<file path="config.mk">
export PLATFORM = sky130hd
export DESIGN_NAME = quadratic_probe_hash_table_top
export DESIGN_NICKNAME = d
export VERILOG_FILES = /design/src/design/qph_pkg.sv /design/src/design/qph_ram.sv /design/src/design/qph_ctrl.sv /design/src/design/qph_dp.sv /design/src/design/quadratic_probe_hash_table_top.sv
export SDC_FILE = /design/constraint.sdc
export NUM_CORES = 2
export LEC_CHECK = 0
export ABC_AREA = 1
export BUFFER_PORTS_ARGS = -buffer_cell sky130_fd_sc_hd__buf_2
export CAP_MARGIN = 20
export CORE_ASPECT_RATIO = 0.75
export CORE_MARGIN = 2
export CORE_UTILIZATION = 63
export DETAILED_ROUTE_END_ITERATION = 8
export GPL_TIMING_DRIVEN = 1
export MAX_ROUTING_LAYER = met4
export PLACE_DENSITY = 0.79
export SYNTH_ARGS = -nofsm -noshare
export SYNTH_HDL_FRONTEND = slang
export SYNTH_SLANG_ARGS = --single-unit
</file>
<file path="constraint.sdc">
create_clock -name clk -period 8.06 [get_ports clk]
set_clock_uncertainty 0.1 [all_clocks]
set_input_delay 2.015 -clock clk [delete_from_list [all_inputs] [get_ports clk]]
set_output_delay 2.015 -clock clk [all_outputs]
set_load 0.02 [all_outputs]
</file>
<file path="src/design/qph_pkg.sv">
// Shared types and constants for the quadratic-probe hash table.
// Used by the controller, the datapath and the top level; depends on nothing.
package qph_pkg;

  // Field widths fixed by the stream format
  localparam int KEY_W       = 23;  // key in hundredths
  localparam int WHOLE_W     = 16;
  localparam int CENTS_W     = 7;
  localparam int SIZE_W      = 7;
  localparam int SLOT_OUT_W  = 6;
  localparam int ENTRY_W     = 7;
  localparam int COLL_W      = 16;
  localparam int STATUS_W    = 2;
  localparam int IN_TDATA_W  = 24;
  localparam int OUT_TDATA_W = 32;
  localparam int OUT_PAD_W   = OUT_TDATA_W - SLOT_OUT_W - ENTRY_W - COLL_W;

  // Size after reset
  localparam logic [SIZE_W-1:0] SIZE_RESET = 7'd29;

  // Home hash reduction: 18-bit dividend, 3 bits per step
  localparam int BASE_W    = 18;
  localparam int DIV_BITS  = 3;
  localparam int DIV_STEPS = BASE_W / DIV_BITS;
  localparam int DIV_CNT_W = $clog2(DIV_STEPS);

  // Probe counter holds up to size + 1
  localparam int PROBE_W = SIZE_W + 1;

  // Opcodes
  localparam logic OP_INSERT = 1'b0;
  localparam logic OP_SEARCH = 1'b1;

  typedef logic [STATUS_W-1:0] status_t;

  // Result status codes
  localparam status_t ST_INSERTED = 2'd0;
  localparam status_t ST_FULL     = 2'd1;
  localparam status_t ST_FOUND    = 2'd2;
  localparam status_t ST_MISSING  = 2'd3;

  // Controller to datapath commands
  typedef struct packed {
    logic    load;        // capture the input beat
    logic    mod_step;    // one step of the home-slot reduction
    logic    probe_init;  // start the probe walk at the home slot
    logic    probe_adv;   // move to the next quadratic probe
    logic    ins_commit;  // store key at the current slot
    logic    coll_inc;    // count one occupied slot passed
    logic    res_set;     // latch result status and slot
    status_t res_status;
    logic    res_hit;     // slot index is the current slot, else zero
    logic    out_load;    // move the result into the output register
  } qph_cmd_t;

  // Datapath to controller status
  typedef struct packed {
    logic op;         // captured opcode
    logic mod_last;   // final reduction step
    logic used;       // current slot occupied
    logic key_match;  // stored key equals the search key
    logic ins_last;   // insert has reached its last probe
    logic srch_last;  // search has reached its last probe
    logic out_free;   // output register can take a result
  } qph_stat_t;

endpackage

</file>
<file path="src/design/qph_ram.sv">
// Generic single-port-write, single-port-read RAM with registered read data.
// No dependencies.
module qph_ram #(
  parameter int WIDTH = 8,
  parameter int DEPTH = 16
) (
  input  logic                     clk,
  input  logic                     we,
  input  logic [$clog2(DEPTH)-1:0] waddr,
  input  logic [WIDTH-1:0]         wdata,
  input  logic [$clog2(DEPTH)-1:0] raddr,
  output logic [WIDTH-1:0]         rdata
);

  logic [WIDTH-1:0] mem [DEPTH];

  // Write port and registered read port
  always_ff @(posedge clk) begin
    if (we) begin
      mem[waddr] <= wdata;
    end
    rdata <= mem[raddr];
  end

endmodule

</file>
<file path="src/design/qph_ctrl.sv">
// Controller state machine for the quadratic-probe hash table.
// Depends on qph_pkg; drives the datapath through qph_cmd_t.
module qph_ctrl (
  input  logic              clk,
  input  logic              rst_n,
  input  logic              in_tvalid,
  output logic              in_tready,
  input  qph_pkg::qph_stat_t stat,
  output qph_pkg::qph_cmd_t  cmd
);
  import qph_pkg::*;

  localparam logic [2:0] S_IDLE     = 3'd0;
  localparam logic [2:0] S_MOD      = 3'd1;
  localparam logic [2:0] S_INS      = 3'd2;
  localparam logic [2:0] S_SRCH_RD  = 3'd3;
  localparam logic [2:0] S_SRCH_CHK = 3'd4;
  localparam logic [2:0] S_DONE     = 3'd5;

  logic [2:0] state_r, state_nxt;

  assign in_tready = (state_r == S_IDLE);

  // Next state and commands
  always_comb begin
    state_nxt = state_r;
    cmd       = '0;
    unique case (state_r)
      S_IDLE: begin
        if (in_tvalid) begin
          cmd.load  = 1'b1;
          state_nxt = S_MOD;
        end
      end
      S_MOD: begin
        cmd.mod_step = 1'b1;
        if (stat.mod_last) begin
          cmd.probe_init = 1'b1;
          state_nxt      = (stat.op == OP_INSERT) ? S_INS : S_SRCH_RD;
        end
      end
      S_INS: begin
        if (!stat.used) begin
          cmd.ins_commit = 1'b1;
          cmd.res_set    = 1'b1;
          cmd.res_status = ST_INSERTED;
          cmd.res_hit    = 1'b1;
          state_nxt      = S_DONE;
        end else begin
          cmd.coll_inc = 1'b1;
          if (stat.ins_last) begin
            cmd.res_set    = 1'b1;
            cmd.res_status = ST_FULL;
            state_nxt      = S_DONE;
          end else begin
            cmd.probe_adv = 1'b1;
          end
        end
      end
      S_SRCH_RD: begin
        // wait for the key read of the current slot
        state_nxt = S_SRCH_CHK;
      end
      S_SRCH_CHK: begin
        priority if (!stat.used) begin
          cmd.res_set    = 1'b1;
          cmd.res_status = ST_MISSING;
          state_nxt      = S_DONE;
        end else if (stat.key_match) begin
          cmd.res_set    = 1'b1;
          cmd.res_status = ST_FOUND;
          cmd.res_hit    = 1'b1;
          state_nxt      = S_DONE;
        end else if (stat.srch_last) begin
          cmd.res_set    = 1'b1;
          cmd.res_status = ST_MISSING;
          state_nxt      = S_DONE;
        end else begin
          cmd.probe_adv = 1'b1;
          state_nxt     = S_SRCH_RD;
        end
      end
      S_DONE: begin
        if (stat.out_free) begin
          cmd.out_load = 1'b1;
          state_nxt    = S_IDLE;
        end
      end
      default: begin
        state_nxt = S_IDLE;
      end
    endcase
  end

  always_ff @(posedge clk) begin
    if (!rst_n) begin
      state_r <= S_IDLE;
    end else begin
      state_r <= state_nxt;
    end
  end

endmodule

</file>
<file path="src/design/qph_dp.sv">
// Datapath for the quadratic-probe hash table: key capture, home-slot
// reduction, probe walk, occupancy bits, key RAM, counters, output register.
// Depends on qph_pkg and qph_ram.
module qph_dp #(
  parameter int MAX_SLOTS = 64
) (
  input  logic                                 clk,
  input  logic                                 rst_n,
  input  logic [qph_pkg::IN_TDATA_W-1:0]       in_tdata,
  input  logic                                 in_tuser,
  input  logic                                 cfg_wr_en,
  input  logic [qph_pkg::SIZE_W-1:0]           cfg_wr_data,
  input  logic                                 out_tready,
  input  qph_pkg::qph_cmd_t                    cmd,
  output qph_pkg::qph_stat_t                   stat,
  output logic                                 out_tvalid,
  output logic [qph_pkg::OUT_TDATA_W-1:0]      out_tdata,
  output logic [qph_pkg::STATUS_W-1:0]         out_tuser
);
  import qph_pkg::*;

  // A 7-bit size cannot reach beyond 127 slots
  localparam int SLOTS = (MAX_SLOTS < 127) ? MAX_SLOTS : 127;
  localparam int IW    = $clog2(SLOTS);

  logic                    op_r;
  logic [KEY_W-1:0]        key_r;
  logic [BASE_W-1:0]       div_r;
  logic [SIZE_W-1:0]       rem_r;
  logic [DIV_CNT_W-1:0]    mod_cnt_r;
  logic [SIZE_W-1:0]       pos_r, pos_nxt;
  logic [SIZE_W-1:0]       step_r, step_nxt, step_init;
  logic [PROBE_W-1:0]      probe_cnt_r;
  logic [SLOTS-1:0]        used_r;
  logic [ENTRY_W-1:0]      entry_cnt_r;
  logic [COLL_W-1:0]       coll_cnt_r;
  logic [SIZE_W-1:0]       size_r;
  logic [SIZE_W-1:0]       size_eff;
  status_t                 res_status_r;
  logic [SIZE_W-1:0]       res_slot_r;
  logic                    out_valid_r;
  status_t                 out_status_r;
  logic [SLOT_OUT_W-1:0]   out_slot_r;
  logic [ENTRY_W-1:0]      out_entry_r;
  logic [COLL_W-1:0]       out_coll_r;

  logic [WHOLE_W-1:0]      key_whole;
  logic [CENTS_W-1:0]      key_cents;
  logic                    cents_hi;
  logic [WHOLE_W:0]        w_adj;
  logic [CENTS_W-1:0]      f_adj;
  logic [BASE_W-1:0]       base_in;
  logic [KEY_W-1:0]        key_in;
  logic [SIZE_W-1:0]       rem_step;
  logic [SIZE_W:0]         psum, ssum;
  logic [KEY_W-1:0]        ram_rdata;
  logic [IW-1:0]           slot_idx;

  // Slot count in use: zero acts as one, clamp to the table depth
  always_comb begin
    priority if (size_r == '0) begin
      size_eff = SIZE_W'(1);
    end else if (size_r > SIZE_W'(SLOTS)) begin
      size_eff = SIZE_W'(SLOTS);
    end else begin
      size_eff = size_r;
    end
  end

  // Normalize the key: cents of a hundred or more carry into the whole part
  assign key_whole = in_tdata[WHOLE_W-1:0];
  assign key_cents = in_tdata[WHOLE_W+CENTS_W-1:WHOLE_W];
  assign cents_hi  = (key_cents >= CENTS_W'(100));
  assign w_adj     = {1'b0, key_whole} + (WHOLE_W+1)'(cents_hi);
  assign f_adj     = cents_hi ? (key_cents - CENTS_W'(100)) : key_cents;
  assign base_in   = BASE_W'({w_adj, 1'b0}) + BASE_W'({f_adj, 1'b0}) + BASE_W'(f_adj);
  assign key_in    = KEY_W'(key_whole) * KEY_W'(100) + KEY_W'(key_cents);

  // Home slot reduction: three restoring remainder steps per cycle
  always_comb begin
    logic [SIZE_W:0]      t;
    logic [SIZE_W-1:0]    r;
    logic [DIV_BITS-1:0]  bits;
    r    = rem_r;
    bits = div_r[BASE_W-1 -: DIV_BITS];
    for (int k = DIV_BITS - 1; k >= 0; k--) begin
      t = {r, bits[k]};
      if (t >= {1'b0, size_eff}) begin
        t = t - {1'b0, size_eff};
      end
      r = t[SIZE_W-1:0];
    end
    rem_step = r;
  end

  // Quadratic walk: slot advances by 2(i+1), kept below the size
  assign step_init = (size_eff <= SIZE_W'(2)) ? '0 : SIZE_W'(2);
  assign psum      = {1'b0, pos_r} + {1'b0, step_r};
  assign ssum      = {1'b0, step_r} + (SIZE_W+1)'(2);

  always_comb begin
    pos_nxt = (psum >= {1'b0, size_eff}) ? SIZE_W'(psum - {1'b0, size_eff})
                                         : psum[SIZE_W-1:0];
    priority if (size_eff == SIZE_W'(1)) begin
      step_nxt = '0;
    end else if (ssum >= {1'b0, size_eff}) begin
      step_nxt = SIZE_W'(ssum - {1'b0, size_eff});
    end else begin
      step_nxt = ssum[SIZE_W-1:0];
    end
  end

  assign slot_idx = pos_r[IW-1:0];

  // Key store, read continuously at the current slot
  qph_ram #(
    .WIDTH (KEY_W),
    .DEPTH (SLOTS)
  ) u_key_ram (
    .clk   (clk),
    .we    (cmd.ins_commit),
    .waddr (slot_idx),
    .wdata (key_r),
    .raddr (slot_idx),
    .rdata (ram_rdata)
  );

  // Capture, reduction and probe registers
  always_ff @(posedge clk) begin
    if (cmd.load) begin
      op_r      <= in_tuser;
      key_r     <= key_in;
      div_r     <= base_in;
      rem_r     <= '0;
      mod_cnt_r <= '0;
    end else if (cmd.mod_step) begin
      div_r     <= div_r << DIV_BITS;
      rem_r     <= rem_step;
      mod_cnt_r <= mod_cnt_r + DIV_CNT_W'(1);
    end
    if (cmd.probe_init) begin
      pos_r       <= rem_step;
      step_r      <= step_init;
      probe_cnt_r <= '0;
    end else if (cmd.probe_adv) begin
      pos_r       <= pos_nxt;
      step_r      <= step_nxt;
      probe_cnt_r <= probe_cnt_r + PROBE_W'(1);
    end
    if (cmd.res_set) begin
      res_status_r <= cmd.res_status;
      res_slot_r   <= cmd.res_hit ? pos_r : '0;
    end
  end

  // Size register, occupancy bits and counters; a size write empties the table
  always_ff @(posedge clk) begin
    if (!rst_n) begin
      size_r      <= SIZE_RESET;
      used_r      <= '0;
      entry_cnt_r <= '0;
      coll_cnt_r  <= '0;
    end else if (cfg_wr_en) begin
      size_r      <= cfg_wr_data;
      used_r      <= '0;
      entry_cnt_r <= '0;
      coll_cnt_r  <= '0;
    end else begin
      if (cmd.ins_commit) begin
        used_r[slot_idx] <= 1'b1;
        entry_cnt_r      <= entry_cnt_r + ENTRY_W'(1);
      end
      if (cmd.coll_inc && (coll_cnt_r != '1)) begin
        coll_cnt_r <= coll_cnt_r + COLL_W'(1);
      end
    end
  end

  // Output register: load a finished result, drop it once taken
  always_ff @(posedge clk) begin
    if (!rst_n) begin
      out_valid_r <= 1'b0;
    end else if (cmd.out_load) begin
      out_valid_r <= 1'b1;
    end else if (out_tready) begin
      out_valid_r <= 1'b0;
    end
  end

  always_ff @(posedge clk) begin
    if (cmd.out_load) begin
      out_status_r <= res_status_r;
      out_slot_r   <= res_slot_r[SLOT_OUT_W-1:0];
      out_entry_r  <= entry_cnt_r;
      out_coll_r   <= coll_cnt_r;
    end
  end

  assign out_tvalid = out_valid_r;
  assign out_tuser  = out_status_r;
  assign out_tdata  = {{OUT_PAD_W{1'b0}}, out_coll_r, out_entry_r, out_slot_r};

  // Status to the controller
  assign stat.op        = op_r;
  assign stat.mod_last  = (mod_cnt_r == DIV_CNT_W'(DIV_STEPS - 1));
  assign stat.used      = used_r[slot_idx];
  assign stat.key_match = (ram_rdata == key_r);
  assign stat.ins_last  = (probe_cnt_r == ({1'b0, size_eff} - PROBE_W'(1)));
  assign stat.srch_last = (probe_cnt_r == {1'b0, size_eff});
  assign stat.out_free  = !out_valid_r || out_tready;

  // Checks
  a_entry_bound: assert property (@(posedge clk) disable iff (!rst_n)
    entry_cnt_r <= size_eff)
    else $error("entry count exceeds table size");

  a_cfg_clears: assert property (@(posedge clk) disable iff (!rst_n)
    cfg_wr_en |=> (entry_cnt_r == '0) && (coll_cnt_r == '0) && (used_r == '0))
    else $error("size write did not empty the table");

  a_commit_free: assert property (@(posedge clk) disable iff (!rst_n)
    cmd.ins_commit |-> !used_r[slot_idx])
    else $error("insert overwrote an occupied slot");

  a_pos_range: assert property (@(posedge clk) disable iff (!rst_n)
    (cmd.probe_init || cmd.probe_adv) |=> (pos_r < size_eff))
    else $error("probe slot outside the table");

endmodule

</file>
<file path="src/design/quadratic_probe_hash_table_top.sv">
// Top level of the quadratic-probe hash table keyed by money amounts.
// Depends on qph_pkg, qph_ctrl, qph_dp (and qph_ram through qph_dp).
//
// Usage:
//   Input beats on in_*: tuser is the opcode (0 insert, 1 search), tdata
//   carries the key as whole units and cents. Each beat yields exactly one
//   result beat on out_*: tuser is the status, tdata the slot index, the
//   occupied-slot count and the saturating collision count.
//   One item is in work at a time. After acceptance the home slot is reduced
//   modulo the size (3 remainder bits per cycle), then the probe walk runs:
//   an insert checks the occupancy bits only, a search does a registered key
//   RAM read, then a compare for each probe. The block is ready for the next
//   beat once the result has been moved into the output register.
//   The result sits in an output register; a new beat is accepted while it
//   waits, and the block holds the next result until the register is free.
//   Reset empties the table, clears both counts and sets the size to 29;
//   a write on cfg_wr_en does the same with the new size, and must be made
//   only while the block is idle.
module quadratic_probe_hash_table_top #(
  parameter int MAX_SLOTS = 64
) (
  input  logic                               clk,
  input  logic                               rst_n,
  // in_tdata: key_whole[15:0], key_cents[22:16], zero [23]
  input  logic                               in_tvalid,
  output logic                               in_tready,
  input  logic [qph_pkg::IN_TDATA_W-1:0]     in_tdata,
  // in_tuser: opcode[0]
  input  logic                               in_tuser,
  // out_tdata: slot_index[5:0], entry_total[12:6], collision_total[28:13],
  // zero [31:29]
  output logic                               out_tvalid,
  input  logic                               out_tready,
  output logic [qph_pkg::OUT_TDATA_W-1:0]    out_tdata,
  // out_tuser: status[1:0]
  output logic [qph_pkg::STATUS_W-1:0]       out_tuser,
  input  logic                               cfg_wr_en,
  input  logic [qph_pkg::SIZE_W-1:0]         cfg_wr_data
);
  import qph_pkg::*;

  qph_cmd_t  cmd;
  qph_stat_t stat;

  qph_ctrl u_ctrl (
    .clk       (clk),
    .rst_n     (rst_n),
    .in_tvalid (in_tvalid),
    .in_tready (in_tready),
    .stat      (stat),
    .cmd       (cmd)
  );

  qph_dp #(
    .MAX_SLOTS (MAX_SLOTS)
  ) u_dp (
    .clk         (clk),
    .rst_n       (rst_n),
    .in_tdata    (in_tdata),
    .in_tuser    (in_tuser),
    .cfg_wr_en   (cfg_wr_en),
    .cfg_wr_data (cfg_wr_data),
    .out_tready  (out_tready),
    .cmd         (cmd),
    .stat        (stat),
    .out_tvalid  (out_tvalid),
    .out_tdata   (out_tdata),
    .out_tuser   (out_tuser)
  );

endmodule

</file>
==> results by group <==
Outcome
  – Outcome: completed

Global routing
  – Overall routing resource usage: 0.3442
  – Largest net degree at the start of global routing: 109
  – Initial antenna violation count: 6
  – Gr ovfl total: 0
  – Vias in the first global route: around 44000
  – Global-route wire length before repair: 278.6 mm

Critical path
  – Buffers & Inverters on Critical Path: 6
  – Worst EP arrival: between 7000 and 8000 ps
  – Critical Path Slowest Stage Cell: fa_1
  – WP data required: about 8500 ps
  – Setup CP Type: reg -> reg
  – Max stage delay on crit path: between 400 and 500 ps
  – CP Capture Type: flop
  – Worst path top cell family by delay: simple AND/OR/NAND/NOR gates
  – Worst Setup Start Kind: flop
  – Critical path's most frequent cell: nand2_1
  – CP max FO: 9

Timing
  – Max Fclk: 143.0 MHz
  – Worst hold slack: 320.7 ps
  – Slew Viols, Final: 0
  – Setup TNS Final: 0 ps
  – Slew headroom: 0.1594
  – Count of final setup violators: 0
  – RSZ-0062 raised after global routing: false
  – Worst Tran Pin Value: roughly 1300 ps
  – Fin crit period: 6994 ps
  – Fin crit share: 0.8677
  – Endpoints failing hold: 0

Floorplanning
  – Effective utilization at floorplan: 0.6352
  – Die Y: ~300 µm
  – Core Box Area: around 110000 µm²
  – Die Wd: 387.6 µm
  – Row cnt: 105
  – Die area: between 100000 and 150000 µm²
  – Num ports: 73

Logic synthesis
  – Adder-cell share of the synthesized area: 0.02916
  – Post-synthesis mux area share: 0.0001440
  – Compound-Gate Fraction of Synth Area: 0.07321
  – Seq/Total Area, Yosys: 0.7170
  – Post-synth cell types: 55
  – Synth warn: 0
  – Avg Inst Size Synth: 12.65 µm²
  – Post-synthesis instance area: 69510 µm²
  – Post-synthesis simple-gate area fraction: 0.1273
  – Share of synthesized registers carrying an async set or reset: 0
  – Xor-xnor portion of the synthesized cell area: 0.01487
  – Post-synth top flop: edfxtp_1
  – Main combinational cell family by area after synthesis: simple AND/OR/NAND/NOR gates
  – Register bit total from synthesis: 1706
  – Instance count of the mapped netlist: 5496
  – Post-synth EDFFs: 1567

Layout
  – Layout cells sized above 1: 0.08315
  – Nets: 5823
  – Area Growth Syn to Fin: 11.20%
  – Fillers: 6919
  – Core Util, Final: 0.7063

Clocking
  – # clock sinks: around 1700
  – Root buf cell: clkbuf_16
  – Clock buffer depth: 3
  – CTS Buf Count: 150
  – Hold Buf Count CTS: 0
  – Clock Pin Slew Worst Setup and Hold Paths: ~60 ps
  – PostCTS Resize Cnt: 0
  – # Post-CTS Setup Buffers: 0
  – Depth of the CTS H-tree: 4
  – Clock tree from TritonCTS: done
  – Later-pin clock latency in the skew report: between 700 and 800 ps

Min path
  – Worst hold-check path type: reg -> reg

Power
  – Total Power: 0.02044 W
  – PwrDens: between 200 and 300 nW/µm²
  – Pleak: 27.72 nW
  – Peak VDD IR: between 0.0002 and 0.00025 V

Drt
  – DRT Pass-1 Iters: 8
  – Drt drc: 0
  – Drt total wl: 189.5 mm
  – DR WL/cell: between 20 and 30 µm
  – Drt first-iter violations: 7411
  – Post-route antenna net violation count: 0
  – Via Count: 46130
  – Vias per std cell: ~6.4

Place
  – Hpwl dp: 106.7 mm
  – IO Port Bufs: 68
  – Routability Congestion: about 0.97

Flow run
  – MaxCap Viol Count: 0
==> report_power, final <==
group | switching, W | internal, W
clock | 0.00319 | 0.00412
sequential | 0.0000910 | 0.0103
combinational | 0.00201 | 0.000770
total | 0.00529 | 0.0151
==> cells in the final DEF, fill, tap and decap left out, drive strengths merged, types with 4 or more instances in the layout <==
| master | Yosys | layout |
|---|---|---|
| nand3b | 9 | 9 |
| ha | 122 | 122 |
| clkinv | 2 | 60 |
| inv | 461 | 469 |
| bufinv | 0 | 16 |
| a211oi | 5 | 5 |
| clkbuf | 125 | 189 |
| nand2 | 1485 | 1485 |
| nor4 | 4 | 4 |
| xor2 | 79 | 79 |
| dfxtp | 139 | 139 |
| o21a | 5 | 5 |
| o22ai | 4 | 4 |
| nand3 | 146 | 146 |
| a22o | 25 | 25 |
| o21ai | 137 | 137 |
| nor3 | 42 | 42 |
| or2 | 7 | 7 |
| a21oi | 180 | 180 |
| fa | 25 | 25 |
| nand4 | 209 | 209 |
| and3 | 25 | 25 |
| o2bb2ai | 29 | 29 |
| a221oi | 133 | 133 |
| a22oi | 210 | 210 |
| buf | 92 | 206 |
| nor2 | 164 | 164 |
| o211ai | 5 | 5 |
| edfxtp | 1567 | 1567 |
| xnor2 | 39 | 39 |
==> final cells by class <==
type,instances,area (µm²),area share
Clock buffer,189,4079,0.05277
Timing Repair Buffer,206,1809,0.02341
Clock inverter,85,867.1,0.01122
Sequential cell,1706,49840,0.6448
Multi-Input combinational cell,3112,17120,0.2215
Inverter,463,1765,0.02284
Tap cell,1444,1807,0.02338
Antenna cell,3,7.507,0.00009713
==> routing by layer <==
layer	track usage	vias up	part of all wire
met1	0.4713	22190	0.37
met2	0.4959	3458	0.44
met4	0.1379	0	0.039
met5	-	-	0
met3	0.09144	474	0.15
li1	-	20010	-
==> worst paths after layout <==
path | start | endpoint | slack, ps | cells past startpoint
worst min-delay path | u_dp.res_status_r[0] | u_dp.out_tuser[0] | 320 | 0
worst max register to register | u_dp.size_r[6] | u_dp.pos_r[2] | 1070 | 37
worst min register to register | u_dp.res_status_r[0] | u_dp.out_tuser[0] | 320 | 0
worst max-delay path | u_dp.size_r[6] | u_dp.pos_r[2] | 1070 | 37
==> state kept, by name, indices dropped and copies added (netlist names), 6 cells and up <==
register / count
u_dp.coll_cnt_r: 16
u_dp.div_r: 18
u_dp.entry_cnt_r: 7
u_dp.key_r: 23
u_dp.out_coll_r: 16
u_dp.out_entry_r: 7
u_dp.out_slot_r: 6
u_dp.pos_r: 7
u_dp.probe_cnt_r: 8
u_dp.rem_r: 7
u_dp.res_slot_r: 6
u_dp.size_r: 7
u_dp.step_r: 7
u_dp.u_key_ram.mem: 1472
u_dp.u_key_ram.rdata: 23
u_dp.used_r: 64
==> kinds of logic (layout without fill, tap and decap cells) <==
group,Yosys count,in the layout
and+or+nand+nor,2093,2093
DFF,1706,1706
AOI/OAI and AO/OA,750,750
buffers and inverters,680,943
adders and majority gates,147,147
xor gates and xnor gates,118,118
other,1,6
muxes,1,1
==> stage by stage <==
stage               cell area [µm²]  std cells  worst slack [ps]
floorplan                     69520       5498              2403
global placement              71890       6914              1265
detailed placement            72130       6923              1226
CTS                           77080       7197              1176
global route                  77290       7207             372.1
finish                        77290       7208              1066
==> cells in the mapped netlist (all sizes together), types with 5 or more instances <==
library cell  number  share of area
nor3              42         0.0033
o21a               5        0.00054
a21oi            180          0.013
nand4            209          0.019
a22o              25         0.0032
o21ai            137         0.0099
nor2             164          0.010
a221oi           133          0.017
or2                7        0.00063
a22oi            210          0.023
a211oi             5        0.00061
o211ai             5        0.00054
and3              25         0.0023
clkbuf           125         0.0068
nand3b             9        0.00097
o2bb2ai           29         0.0037
edfxtp          1567           0.68
dfxtp            139          0.040
inv              461          0.025
nand3            146          0.011
ha               122          0.022
xor2              79          0.010
xnor2             39         0.0049
buf               92         0.0064
nand2           1485          0.080
fa                25         0.0072
Power figures use the tool's default switching activity.
